### src/design/lpftd_pkg.sv
// Shared constants for the trial division factor block.
package lpftd_pkg;
  localparam logic [1:0] OP_VALUE  = 2'd0;
  localparam logic [1:0] OP_MINUS  = 2'd1;
  localparam logic [1:0] OP_PLUS   = 2'd2;
  localparam logic [1:0] OP_UNUSED = 2'd3;

  localparam logic [1:0] CLS_HIGH = 2'd0;
  localparam logic [1:0] CLS_MED  = 2'd1;
  localparam logic [1:0] CLS_LOW  = 2'd2;

  localparam int unsigned CFG_DATA_BITS = 64;
  localparam int unsigned CFG_ADDR_BITS = 4;
  localparam logic REG_SMOOTH_BOUND = 1'b0;
  localparam logic [CFG_DATA_BITS-1:0] SMOOTH_BOUND_RESET = '1;
endpackage

### src/design/lpftd_req_if.sv
// Request channel: op and value.
interface lpftd_req_if #(parameter int unsigned VALUE_BITS = 63);
  logic                  valid;
  logic                  ready;
  logic [1:0]            op;
  logic [VALUE_BITS-1:0] value;
  modport source (output valid, op, value, input ready);
  modport sink (input valid, op, value, output ready);
endinterface

### src/design/lpftd_rsp_if.sv
// Result channel: largest factor, bound flag and class.
interface lpftd_rsp_if;
  logic        valid;
  logic        ready;
  logic [63:0] prime_factor;
  logic        below_bound;
  logic [1:0]  smooth_class;
  modport source (output valid, prime_factor, below_bound, smooth_class, input ready);
  modport sink (input valid, prime_factor, below_bound, smooth_class, output ready);
endinterface

### src/design/largest_prime_factor_trial_division.sv
// Largest prime factor by trial division with a bit-serial divider.
// Usage:
//   req_i carries op and value; a request is taken when valid and ready are
//   both high. ready is high only while no request is in work. rsp_o holds
//   one result per request in an output register and keeps it until taken,
//   so the next request is taken while a result waits.
//   Each trial divides the remaining cofactor by one divisor in a restoring
//   divider that makes one quotient bit per cycle. Divisors are 2, 3, then
//   6k-1 and 6k+1 up to the square root, plus one extra division per prime
//   factor found. The class compares and output load follow in S_CLS1,
//   S_CLS2 and S_CLS3; degenerate operands skip the division and go
//   straight to these states.
//   A stalled receiver holds the last step until the output register frees.
//   smooth_bound is written over the APB port at byte address 0 and resets
//   to all ones; reset drops any request in work and any held result.
module largest_prime_factor_trial_division #(
  parameter int unsigned VALUE_BITS = 63
) (
  input  logic                                 clk_i,
  input  logic                                 rst_ni,
  lpftd_req_if.sink                            req_i,
  lpftd_rsp_if.source                          rsp_o,
  input  logic                                 psel,
  input  logic                                 penable,
  input  logic                                 pwrite,
  input  logic [lpftd_pkg::CFG_ADDR_BITS-1:0]  paddr,
  input  logic [lpftd_pkg::CFG_DATA_BITS-1:0]  pwdata,
  output logic [lpftd_pkg::CFG_DATA_BITS-1:0]  prdata,
  output logic                                 pready
);
  import lpftd_pkg::*;

  localparam int unsigned W  = VALUE_BITS + 1;
  localparam int unsigned CW = $clog2(W);

  typedef enum logic [2:0] {S_IDLE, S_DIV, S_CLS1, S_CLS2, S_CLS3} state_e;

  state_e                 state_q;
  logic [CFG_DATA_BITS-1:0] bound_q;
  logic [W-1:0]           r_q, d_q, big_q, quot_q, rem_q;
  logic [VALUE_BITS-1:0]  v_q;
  logic [CW-1:0]          cnt_q;
  logic                   strip_q, gap4_q, degen_q, bb_q, med_q;
  logic [W+3:0]           t10_q;
  logic [W+6:0]           t100_q;
  logic                   out_valid_q, out_bb_q;
  logic [63:0]            out_big_q;
  logic [1:0]             out_cls_q;

  // config port
  logic cfg_wr;
  assign pready = 1'b1;
  assign cfg_wr = psel && penable && pwrite && (paddr[3] == REG_SMOOTH_BOUND);
  assign prdata = (paddr[3] == REG_SMOOTH_BOUND) ? bound_q : '0;

  // request decode
  logic [W-1:0] v_ext, operand;
  logic         degen_in;
  always_comb begin
    v_ext = {1'b0, req_i.value};
    case (req_i.op)
      OP_MINUS: begin
        operand  = v_ext - W'(1);
        degen_in = (v_ext <= W'(2));
      end
      OP_PLUS: begin
        operand  = v_ext + W'(1);
        degen_in = (v_ext <= W'(1));
      end
      default: begin
        operand  = v_ext;
        degen_in = (v_ext <= W'(1));
      end
    endcase
  end

  // one restoring division step
  logic [W:0]   rem_sh, rem_sub;
  logic         qbit;
  logic [W-1:0] rem_nx, q_fin;
  logic         last_bit;
  always_comb begin
    rem_sh   = {rem_q, quot_q[W-1]};
    rem_sub  = rem_sh - {1'b0, d_q};
    qbit     = (rem_sh >= {1'b0, d_q});
    rem_nx   = qbit ? rem_sub[W-1:0] : rem_sh[W-1:0];
    q_fin    = {quot_q[W-2:0], qbit};
    last_bit = (cnt_q == CW'(W - 1));
  end

  logic [W-1:0] d_next;
  always_comb begin
    if (d_q == W'(2))      d_next = W'(3);
    else if (d_q == W'(3)) d_next = W'(5);
    else                   d_next = d_q + (gap4_q ? W'(4) : W'(2));
  end

  logic [1:0] cls;
  logic       hi;
  always_comb begin
    hi = (t100_q < (W+7)'(v_q));
    if (degen_q)    cls = CLS_LOW;
    else if (hi)    cls = CLS_HIGH;
    else if (med_q) cls = CLS_MED;
    else            cls = CLS_LOW;
  end

  logic out_free;
  assign out_free = !out_valid_q || rsp_o.ready;

  assign req_i.ready        = (state_q == S_IDLE);
  assign rsp_o.valid        = out_valid_q;
  assign rsp_o.prime_factor = out_big_q;
  assign rsp_o.below_bound  = out_bb_q;
  assign rsp_o.smooth_class = out_cls_q;

  always_ff @(posedge clk_i or negedge rst_ni) begin
    if (!rst_ni) begin
      state_q     <= S_IDLE;
      bound_q     <= SMOOTH_BOUND_RESET;
      out_valid_q <= 1'b0;
    end else begin
      if (cfg_wr) bound_q <= pwdata;
      // S_CLS3 handles the output register itself
      if (out_valid_q && rsp_o.ready && (state_q != S_CLS3)) out_valid_q <= 1'b0;
      case (state_q)
        S_IDLE: begin
          if (req_i.valid) begin
            v_q     <= req_i.value;
            r_q     <= operand;
            quot_q  <= operand;
            rem_q   <= '0;
            cnt_q   <= '0;
            d_q     <= W'(2);
            gap4_q  <= 1'b0;
            strip_q <= 1'b0;
            big_q   <= W'(1);
            degen_q <= degen_in;
            state_q <= degen_in ? S_CLS1 : S_DIV;
          end
        end
        S_DIV: begin
          if (!last_bit) begin
            rem_q  <= rem_nx;
            quot_q <= q_fin;
            cnt_q  <= cnt_q + CW'(1);
          end else begin
            rem_q <= '0;
            cnt_q <= '0;
            if (!strip_q && (d_q > q_fin)) begin
              // past the root: leftover cofactor is the largest prime
              if (r_q > W'(1)) big_q <= r_q;
              state_q <= S_CLS1;
            end else if (rem_nx == '0) begin
              big_q   <= d_q;
              r_q     <= q_fin;
              quot_q  <= q_fin;
              strip_q <= 1'b1;
            end else begin
              d_q     <= d_next;
              if (d_q != W'(2) && d_q != W'(3)) gap4_q <= !gap4_q;
              quot_q  <= r_q;
              strip_q <= 1'b0;
            end
          end
        end
        S_CLS1: begin
          t10_q   <= ((W+4)'(big_q) << 3) + ((W+4)'(big_q) << 1);
          bb_q    <= degen_q || (64'(big_q) <= bound_q);
          state_q <= S_CLS2;
        end
        S_CLS2: begin
          med_q   <= (t10_q < (W+4)'(v_q));
          t100_q  <= ((W+7)'(t10_q) << 3) + ((W+7)'(t10_q) << 1);
          state_q <= S_CLS3;
        end
        S_CLS3: begin
          if (out_free) begin
            out_valid_q <= 1'b1;
            out_big_q   <= 64'(big_q);
            out_bb_q    <= bb_q;
            out_cls_q   <= cls;
            state_q     <= S_IDLE;
          end
        end
        default: state_q <= S_IDLE;
      endcase
    end
  end
endmodule

### src/flat_wrapper.sv
// flat-port wrapper written by rule: the top's interface ports become plain ports
module largest_prime_factor_trial_division_flat import lpftd_pkg::*;
#(
  parameter int unsigned VALUE_BITS = 63
)
  (clk_i, rst_ni, psel, penable, pwrite, paddr, pwdata, prdata, pready, req_i_valid, req_i_op, req_i_value, req_i_ready, rsp_o_valid, rsp_o_prime_factor, rsp_o_below_bound, rsp_o_smooth_class, rsp_o_ready);
  lpftd_req_if #(.VALUE_BITS(VALUE_BITS)) req_i_i ();
  lpftd_rsp_if rsp_o_i ();
  input  logic clk_i;
  input  logic rst_ni;
  input  logic psel;
  input  logic penable;
  input  logic pwrite;
  input  logic [lpftd_pkg::CFG_ADDR_BITS-1:0] paddr;
  input  logic [lpftd_pkg::CFG_DATA_BITS-1:0] pwdata;
  output logic [lpftd_pkg::CFG_DATA_BITS-1:0] prdata;
  output logic pready;
  input wire logic [$bits(req_i_i.valid)-1:0] req_i_valid;
  input wire logic [$bits(req_i_i.op)-1:0] req_i_op;
  input wire logic [$bits(req_i_i.value)-1:0] req_i_value;
  output wire logic [$bits(req_i_i.ready)-1:0] req_i_ready;
  output wire logic [$bits(rsp_o_i.valid)-1:0] rsp_o_valid;
  output wire logic [$bits(rsp_o_i.prime_factor)-1:0] rsp_o_prime_factor;
  output wire logic [$bits(rsp_o_i.below_bound)-1:0] rsp_o_below_bound;
  output wire logic [$bits(rsp_o_i.smooth_class)-1:0] rsp_o_smooth_class;
  input wire logic [$bits(rsp_o_i.ready)-1:0] rsp_o_ready;
  assign req_i_i.valid = req_i_valid;
  assign req_i_i.op = req_i_op;
  assign req_i_i.value = req_i_value;
  assign req_i_ready = req_i_i.ready;
  assign rsp_o_valid = rsp_o_i.valid;
  assign rsp_o_prime_factor = rsp_o_i.prime_factor;
  assign rsp_o_below_bound = rsp_o_i.below_bound;
  assign rsp_o_smooth_class = rsp_o_i.smooth_class;
  assign rsp_o_i.ready = rsp_o_ready;
  largest_prime_factor_trial_division #(.VALUE_BITS(VALUE_BITS)) u_core (.clk_i(clk_i), .rst_ni(rst_ni), .req_i(req_i_i), .rsp_o(rsp_o_i), .psel(psel), .penable(penable), .pwrite(pwrite), .paddr(paddr), .pwdata(pwdata), .prdata(prdata), .pready(pready));
endmodule
### config.mk
export PLATFORM = sky130hd
export DESIGN_NAME = largest_prime_factor_trial_division_flat
export DESIGN_NICKNAME = d
export VERILOG_FILES = /design/src/design/lpftd_pkg.sv /design/src/design/lpftd_req_if.sv /design/src/design/lpftd_rsp_if.sv /design/src/design/largest_prime_factor_trial_division.sv /design/src/flat_wrapper.sv
export SDC_FILE = /design/constraint.sdc
export NUM_CORES = 2
export LEC_CHECK = 0
export ABC_AREA = 1
export BUFFER_PORTS_ARGS = -buffer_cell sky130_fd_sc_hd__buf_4
export CAP_MARGIN = 10
export CORE_MARGIN = 1
export CORE_UTILIZATION = 25
export CTS_BUF_LIST = sky130_fd_sc_hd__clkbuf_16
export CTS_CLUSTER_DIAMETER = 120
export CTS_CLUSTER_SIZE = 20
export DETAILED_ROUTE_END_ITERATION = 7
export SYNTH_ARGS = -nofsm -noshare
export SYNTH_HDL_FRONTEND = slang
export SYNTH_SLANG_ARGS = --single-unit
export TNS_END_PERCENT = 10
### constraint.sdc
create_clock -name clk_i -period 10.72 [get_ports clk_i]
set_input_delay 2.144 -clock clk_i [delete_from_list [all_inputs] [get_ports clk_i]]
set_output_delay 2.144 -clock clk_i [all_outputs]
set_load 0.005 [all_outputs]
# Word level (Yosys, flattened, before mapping)
# Index checks and enable logic that the tools add are counted.
dict set report word_totals {
  input_bits 140
  elab_cells 138
  regBits 668
}
dict set report classes {
  eq_ne 22
  order_cmp 8
  reduce_logical 27
  n_mux 52
  addsub 7
  bitwise_logic 1
}
# cell n
set ops {}
lappend ops {{$mux 64} 20}
lappend ops {{$pmux 64 s2} 6}
lappend ops {{$eq 64x2->1 const B} 2}
lappend ops {{$ne 64x2->1 const B} 2}
lappend ops {{$add 71x69->71} 1}
lappend ops {{$lt 71x63->1} 1}
lappend ops {{$add 67x65->68} 1}
lappend ops {{$lt 68x63->1} 1}
lappend ops {{$ge 65x64->1} 1}
lappend ops {{$add 63x1->64 const B} 1}
lappend ops {{$add 64x64->64} 1}
lappend ops {{$gt 64x1->1 const B} 1}
lappend ops {{$gt 64x64->1} 1}
lappend ops {{$le 64x64->1} 1}
lappend ops {{$logic_not 64->1} 1}
lappend ops {{$sub 63x1->64 const B} 1}
lappend ops {{$sub 64x64->64} 1}
lappend ops {{$le 63x1->1 const B} 1}
lappend ops {{$le 63x2->1 const B} 1}
lappend ops {{$mux 3} 5}
lappend ops {{$pmux 3 s5} 1}
lappend ops {{$mux 1} 12}
lappend ops {{$mux 6} 2}
lappend ops {{$pmux 6 s2} 1}
lappend ops {{other kinds (26)} 51}

# Longest topological paths before layout
dict set report logic_depth {
  word_depth 8
  ltp_mapped 32
  depth_no_buf 31
}

# Worst setup path after synthesis
# Ideal clock, no wire load.
dict set report synth_path {
  path_type {input-to-reg}
  startpoint {input port rst_ni}
  endpoint {register u_core.quot_q[0] (enable)}
  t_required_ns 10.302
  n_path_buf 0
  path_stages 4
  path_slack_ns 1.254
  t_arrival_ns 9.048
  cell_sequence {inv_1 -> nor3_1 -> o21ai_0 -> inv_1}
}
dict set report synth_between {
  elab_chain_cells 1
}
# element line_no
set synth_lines {}
lappend synth_lines {{from (decl)} flat_wrapper.sv:10} ;# input logic rst_ni;
lappend synth_lines {{$reduce_and 4->1 (no line)} --}
lappend synth_lines {{to (signal assigned)} largest_prime_factor_trial_division.sv:131} ;# quot_q <= operand;
lappend synth_lines {{to (signal assigned)} largest_prime_factor_trial_division.sv:145} ;# quot_q <= q_fin;
lappend synth_lines {{to (signal assigned)} largest_prime_factor_trial_division.sv:157} ;# quot_q <= q_fin;
lappend synth_lines {{to (decl)} largest_prime_factor_trial_division.sv:40} ;# logic [W-1:0] r_q, d_q, big_q, quot_q, rem_q;
# Every way passes these cells.
# A chain may end at the register's enable or synchronous reset.

# Final worst setup path
dict set report layout_path {
  startpoint {register u_core.d_q[24]}
  endpoint {register u_core.d_q[61] (enable)}
}
dict set report layout_between {
  elab_chain_cells 5
  elab_cells_between_ends 9
}
# element line_no
set layout_lines {}
lappend layout_lines {{from (decl)} largest_prime_factor_trial_division.sv:40}
lappend layout_lines {{from (signal assigned)} largest_prime_factor_trial_division.sv:160} ;# d_q <= d_next;
lappend layout_lines {{$ge 65x64->1 or $sub 64x64->64 (tied branches)} {largest_prime_factor_trial_division.sv:85, largest_prime_factor_trial_division.sv:84}}
lappend layout_lines {{$gt 64x64->1 or $mux 64 (tied branches)} {largest_prime_factor_trial_division.sv:150, largest_prime_factor_trial_division.sv:86}}
lappend layout_lines {{$logic_and 1x1->1 or $logic_not 64->1 (tied branches)} {largest_prime_factor_trial_division.sv:150, largest_prime_factor_trial_division.sv:154}}
lappend layout_lines {{$ne 2x2->1 (no line)} --}
lappend layout_lines {{$reduce_and 6->1 (no line) *} --}
# Every way passes the cells marked *; elsewhere a longest branch is shown, timed or not.

==> impl_metrics.prom <==
# TYPE chip_impl_metric gauge
chip_impl_metric{name="synth.yosys.seq_area_share",unit="%"} 37.0
chip_impl_metric{name="hold_viol",unit=""} 0
chip_impl_metric{name="mux_contribution_to_synthesized_area",unit="%"} 0.0188
chip_impl_metric{name="dieArea",unit="mm^2"} 0.215
chip_impl_metric{name="post_drt_via_cell_ratio",unit=""} 4.95
chip_impl_info{name="critical-path-top-delay-family",value="simple AND/OR/NAND/NOR gates"} 1
chip_impl_metric{name="detailedRoute.firstPassIterationCount",unit=""} 7
chip_impl_metric{name="grt.overflow.total",unit=""} 0
chip_impl_metric{name="clock.fmax",unit="MHz"} 136
chip_impl_metric{name="io_buffers",unit=""} 269
chip_impl_info{name="rsz0062_at_grt",value="false"} 1
chip_impl_metric{name="area_delta_synth_final",unit="%"} 12.1
chip_impl_metric{name="yosys_warnings",unit=""} 0
chip_impl_metric{name="timing.setup.tns",unit="ns"} 0
chip_impl_info{name="worst_hold_path_type",value="flop to flop"} 1
chip_impl_metric{name="design.final.nets",unit=""} 7925
chip_impl_metric{name="post-route-period-util",unit="%"} 68.8
chip_impl_metric{name="ctsHoldBuffers",unit=""} 0
chip_impl_metric{name="postRouteWirelength",unit="um"} 210000
chip_impl_metric{name="timing.final.crit_period",unit="ns"} 7.38
chip_impl_metric{name="synthSimpleGateAreaFrac",unit="%"} 26.9
chip_impl_info{name="most_used_dff_post_synth",value="sky130_fd_sc_hd__edfxtp_1"} 1
chip_impl_info{name="final_common_cell",value="sky130_fd_sc_hd__nand2_1"} 1
chip_impl_metric{name="syn-cell-area",unit="mm^2"} 0.0532
chip_impl_metric{name="leakage",unit="nW"} 26.4
chip_impl_metric{name="crit_path_max_fanout",unit=""} 44
chip_impl_metric{name="antenna_found_initial",unit=""} 18
chip_impl_metric{name="cts_repair_resize_count",unit=""} 0
chip_impl_info{name="worst_path_class_setup",value="flop to flop"} 1
chip_impl_metric{name="globalRouteTotalUtil",unit="%"} 18.8
chip_impl_metric{name="clkLatencyLatePin",unit="ns"} 0.68
chip_impl_metric{name="share_of_cells_above_drive_strength_1",unit="%"} 7.62
chip_impl_info{name="dominant_combinational_cell_family_by_area_after_synthesis",value="simple AND/OR/NAND/NOR gates"} 1
chip_impl_metric{name="tightestPinTransition",unit="ns"} 1.09
chip_impl_metric{name="final_core_util",unit="%"} 28.2
chip_impl_info{name="crit_path_start_kind",value="flop"} 1
chip_impl_metric{name="worst_ep_required_time",unit="ns"} 11.11
chip_impl_metric{name="register_bit_count_reported_by_yosys",unit=""} 665
chip_impl_metric{name="synth-async-reset-ratio",unit="%"} 10.2
chip_impl_metric{name="initial_utilization",unit="%"} 25.1
chip_impl_metric{name="num_rows",unit=""} 169
chip_impl_metric{name="cts-buffers-inserted",unit=""} 41
chip_impl_metric{name="cts.repair_timing.setup_buffer_count",unit=""} 0
chip_impl_metric{name="worst-endpoint-arrival",unit="ns"} 7.76
chip_impl_metric{name="floorplan.core_area",unit="mm^2"} 0.212
chip_impl_metric{name="power-per-cell-area",unit="mW/mm^2"} 234
chip_impl_metric{name="critical_path.n_buffers_inverters",unit=""} 7
chip_impl_metric{name="cts.path.max_buffers",unit=""} 3
chip_impl_info{name="worst_path_most_repeated_cell",value="sky130_fd_sc_hd__nand2_1"} 1
chip_impl_info{name="tritoncts",value="yes"} 1
chip_impl_metric{name="max-cap-violations",unit=""} 0
chip_impl_metric{name="grt_pass1_wl",unit="um"} 306000
chip_impl_metric{name="yosys.area_share.xor_xnor",unit="%"} 2.83
chip_impl_metric{name="first_global_vias",unit=""} 48600
chip_impl_metric{name="synth_fp_nets",unit=""} 7731
chip_impl_info{name="layout.cells.most_common_list",value="sky130_fd_sc_hd__nand2_1 (1633), sky130_fd_sc_hd__inv_1 (1164), sky130_fd_sc_hd__nor2_1 (751), sky130_fd_sc_hd__edfxtp_1 (597), sky130_fd_sc_hd__a21oi_1 (573)"} 1
chip_impl_metric{name="cpPeakStageDelay",unit="ns"} 0.69
chip_impl_metric{name="initial_drc_count",unit=""} 5837
chip_impl_metric{name="hold_ws",unit="ns"} 0.424
chip_impl_metric{name="netlist_instances",unit=""} 7136
chip_impl_metric{name="max-slew-margin-rel",unit="%"} 26.5
chip_impl_metric{name="drtAntennaViolNets",unit=""} 0
chip_impl_metric{name="die_boundary_height",unit="um"} 463
chip_impl_metric{name="count_of_unique_library_cells_instantiated_by_yosys",unit=""} 61
chip_impl_info{name="cp-end-kind",value="flop"} 1
chip_impl_metric{name="route.vias.total",unit=""} 50500
chip_impl_metric{name="die_x",unit="um"} 463
chip_impl_metric{name="cts.htree.levels",unit=""} 2
chip_impl_metric{name="max-vdd-ir-drop",unit="mV"} 0.179
chip_impl_metric{name="synth_enable_flop_cells",unit=""} 597
chip_impl_metric{name="place.detailed.hpwl",unit="um"} 168000
chip_impl_metric{name="synth-compound-area-share",unit="%"} 12.7
chip_impl_metric{name="post_synth_fa_ha_maj_area_fraction",unit="%"} 10.7
chip_impl_info{name="outcome",value="complete, no violations"} 1
chip_impl_metric{name="place_congestion",unit=""} 0.938
chip_impl_metric{name="worst_setup_hold_path_clk_slew",unit="ns"} 0.09
chip_impl_metric{name="clock_sinks",unit=""} 665
chip_impl_metric{name="post_route_skew",unit="ns"} 0.0391
chip_impl_metric{name="postSynthAreaPerCell",unit="um^2"} 7.46
chip_impl_metric{name="route.detailed.drc",unit=""} 0
chip_impl_metric{name="grt_max_degree",unit=""} 75
chip_impl_metric{name="finalSetupViolations",unit=""} 0
chip_impl_info{name="timing.critical_path.slowest_stage_cell",value="sky130_fd_sc_hd__nor2_4"} 1
chip_impl_metric{name="floorplan.io_pins",unit=""} 274
chip_impl_metric{name="final_max_slew_viol_count",unit=""} 0
chip_impl_info{name="root_buffer",value="sky130_fd_sc_hd__clkbuf_16"} 1
chip_impl_metric{name="drt-wirelength-per-cell",unit="um"} 20.6
kinds of logic (layout without fill, tap and decap cells):
family / count (synthesis) / in the layout
AOI/OAI and AO/OA: 1198 / 1198
muxes: 1 / 1
DFF: 665 / 665
xor gates and xnor gates: 172 / 172
buffers and inverters: 1335 / 1558
other: 1 / 12
and+or+nand+nor: 3309 / 3309
adders and majority gates: 455 / 455
state kept, by name, summed over array words and instances (netlist names), 63 cells and up:
register                   cells
u_core.r_q                    64
u_core.t10_q                  67
u_core.t100_q                 69
u_core.d_q                    64
u_core.bound_q                64
u_core.v_q                    63
u_core.big_q                  64
u_core.rsp_o.prime_factor     64
u_core.rem_q                  64
u_core.quot_q                 64
layer usage:
| metal | vias to the layer above | routed length, um | global-route usage, % |
|---|---|---|---|
| li1 | 24300 | - | - |
| met5 | - | 0 | 0 |
| met3 | 290 | 13100 | 1.74 |
| met1 | 23900 | 88200 | 24.1 |
| met2 | 1932 | 99400 | 32.2 |
| met4 | 0 | 9440 | 7.79 |
worst register-to-register path, stage by stage (launching register included):
cell	delay [ns]
sky130_fd_sc_hd__edfxtp_1	0.47
sky130_fd_sc_hd__clkinv_1	0.33
sky130_fd_sc_hd__ha_1	0.49
sky130_fd_sc_hd__nand2_1	0.14
sky130_fd_sc_hd__nor2_2	0.17
sky130_fd_sc_hd__nand2_1	0.08
sky130_fd_sc_hd__nor2_1	0.20
sky130_fd_sc_hd__nand2_1	0.12
sky130_fd_sc_hd__nor3_2	0.19
sky130_fd_sc_hd__nor2_4	0.05
sky130_fd_sc_hd__buf_4	0.30
sky130_fd_sc_hd__nand2_4	0.45
sky130_fd_sc_hd__buf_4	0.57
sky130_fd_sc_hd__inv_2	0.52
sky130_fd_sc_hd__nand2_1	0.21
sky130_fd_sc_hd__nand2_1	0.07
sky130_fd_sc_hd__nor2_1	0.15
sky130_fd_sc_hd__nand2_1	0.07
sky130_fd_sc_hd__nor2_1	0.11
sky130_fd_sc_hd__nand2_1	0.10
sky130_fd_sc_hd__nor2_4	0.69
sky130_fd_sc_hd__nand2_4	0.42
sky130_fd_sc_hd__inv_1	0.14
sky130_fd_sc_hd__nand2_1	0.07
sky130_fd_sc_hd__nand2_1	0.15
sky130_fd_sc_hd__inv_2	0.36
sky130_fd_sc_hd__buf_4	0.42
through the flow:
stage               cells  power, mW  instance area, um^2  setup slack [ns]
global route        10200       15.0                59700              3.02
finish              10200       13.9                59700              3.34
floorplan            7136       9.54                53200              1.25
detailed placement  10100       12.1                58400              3.49
CTS                 10200       13.9                59700              3.47
global placement    10100       12.0                58400              3.52
path summary, 6_finish.rpt:
path / startpoint / end / slack (ns) / depth (start not counted)
max reg2reg: u_core.d_q[24] / u_core.d_q[61] / 3.34 / 26
min reg2reg: u_core.bb_q / u_core.rsp_o.below_bound / 0.42 / 0
max in group asynchronous: rst_ni / u_core.bound_q[59] / 8.20 / 2
min: u_core.bb_q / u_core.rsp_o.below_bound / 0.42 / 0
min in group asynchronous: rst_ni / u_core.state_q[1] / 1.51 / 1
max: u_core.d_q[24] / u_core.d_q[61] / 3.34 / 26
layout make-up:
cell class | instances | area (um^2)
Antenna cell | 11 | 27.5
Clock buffer | 42 | 1050
Clock inverter | 30 | 205
Fill cell | 22900 | 152000
Inverter | 1173 | 4400
Multi-Input combinational cell | 5136 | 28400
Sequential cell | 665 | 19700
Tap cell | 2821 | 3530
Timing Repair Buffer | 313 | 2350
synth_stat cells, types with 95 or more instances:
cell	count	area share (%)
sky130_fd_sc_hd__nand4_1	95	1.1
sky130_fd_sc_hd__edfxtp_1	597	34
sky130_fd_sc_hd__clkbuf_1	117	0.82
sky130_fd_sc_hd__nand3_1	400	3.8
sky130_fd_sc_hd__o21ai_0	242	2.3
sky130_fd_sc_hd__nor2_1	755	5.3
sky130_fd_sc_hd__xor2_1	134	2.2
sky130_fd_sc_hd__nand2_1	1637	12
sky130_fd_sc_hd__a21oi_1	574	5.4
sky130_fd_sc_hd__inv_1	1151	8.1
sky130_fd_sc_hd__nor3_1	146	1.4
sky130_fd_sc_hd__ha_1	451	11
power by group:
part           internal [mW]  total [mW]  switching (mW)  leakage (nW)
clock network          0.754        1.76            1.01         0.678
logic                   2.38        7.68            5.31          19.5
registers               3.92        4.50           0.580          6.26
total                   7.05        13.9            6.90          26.4
Note: power is estimated with default switching activity, not from simulation.
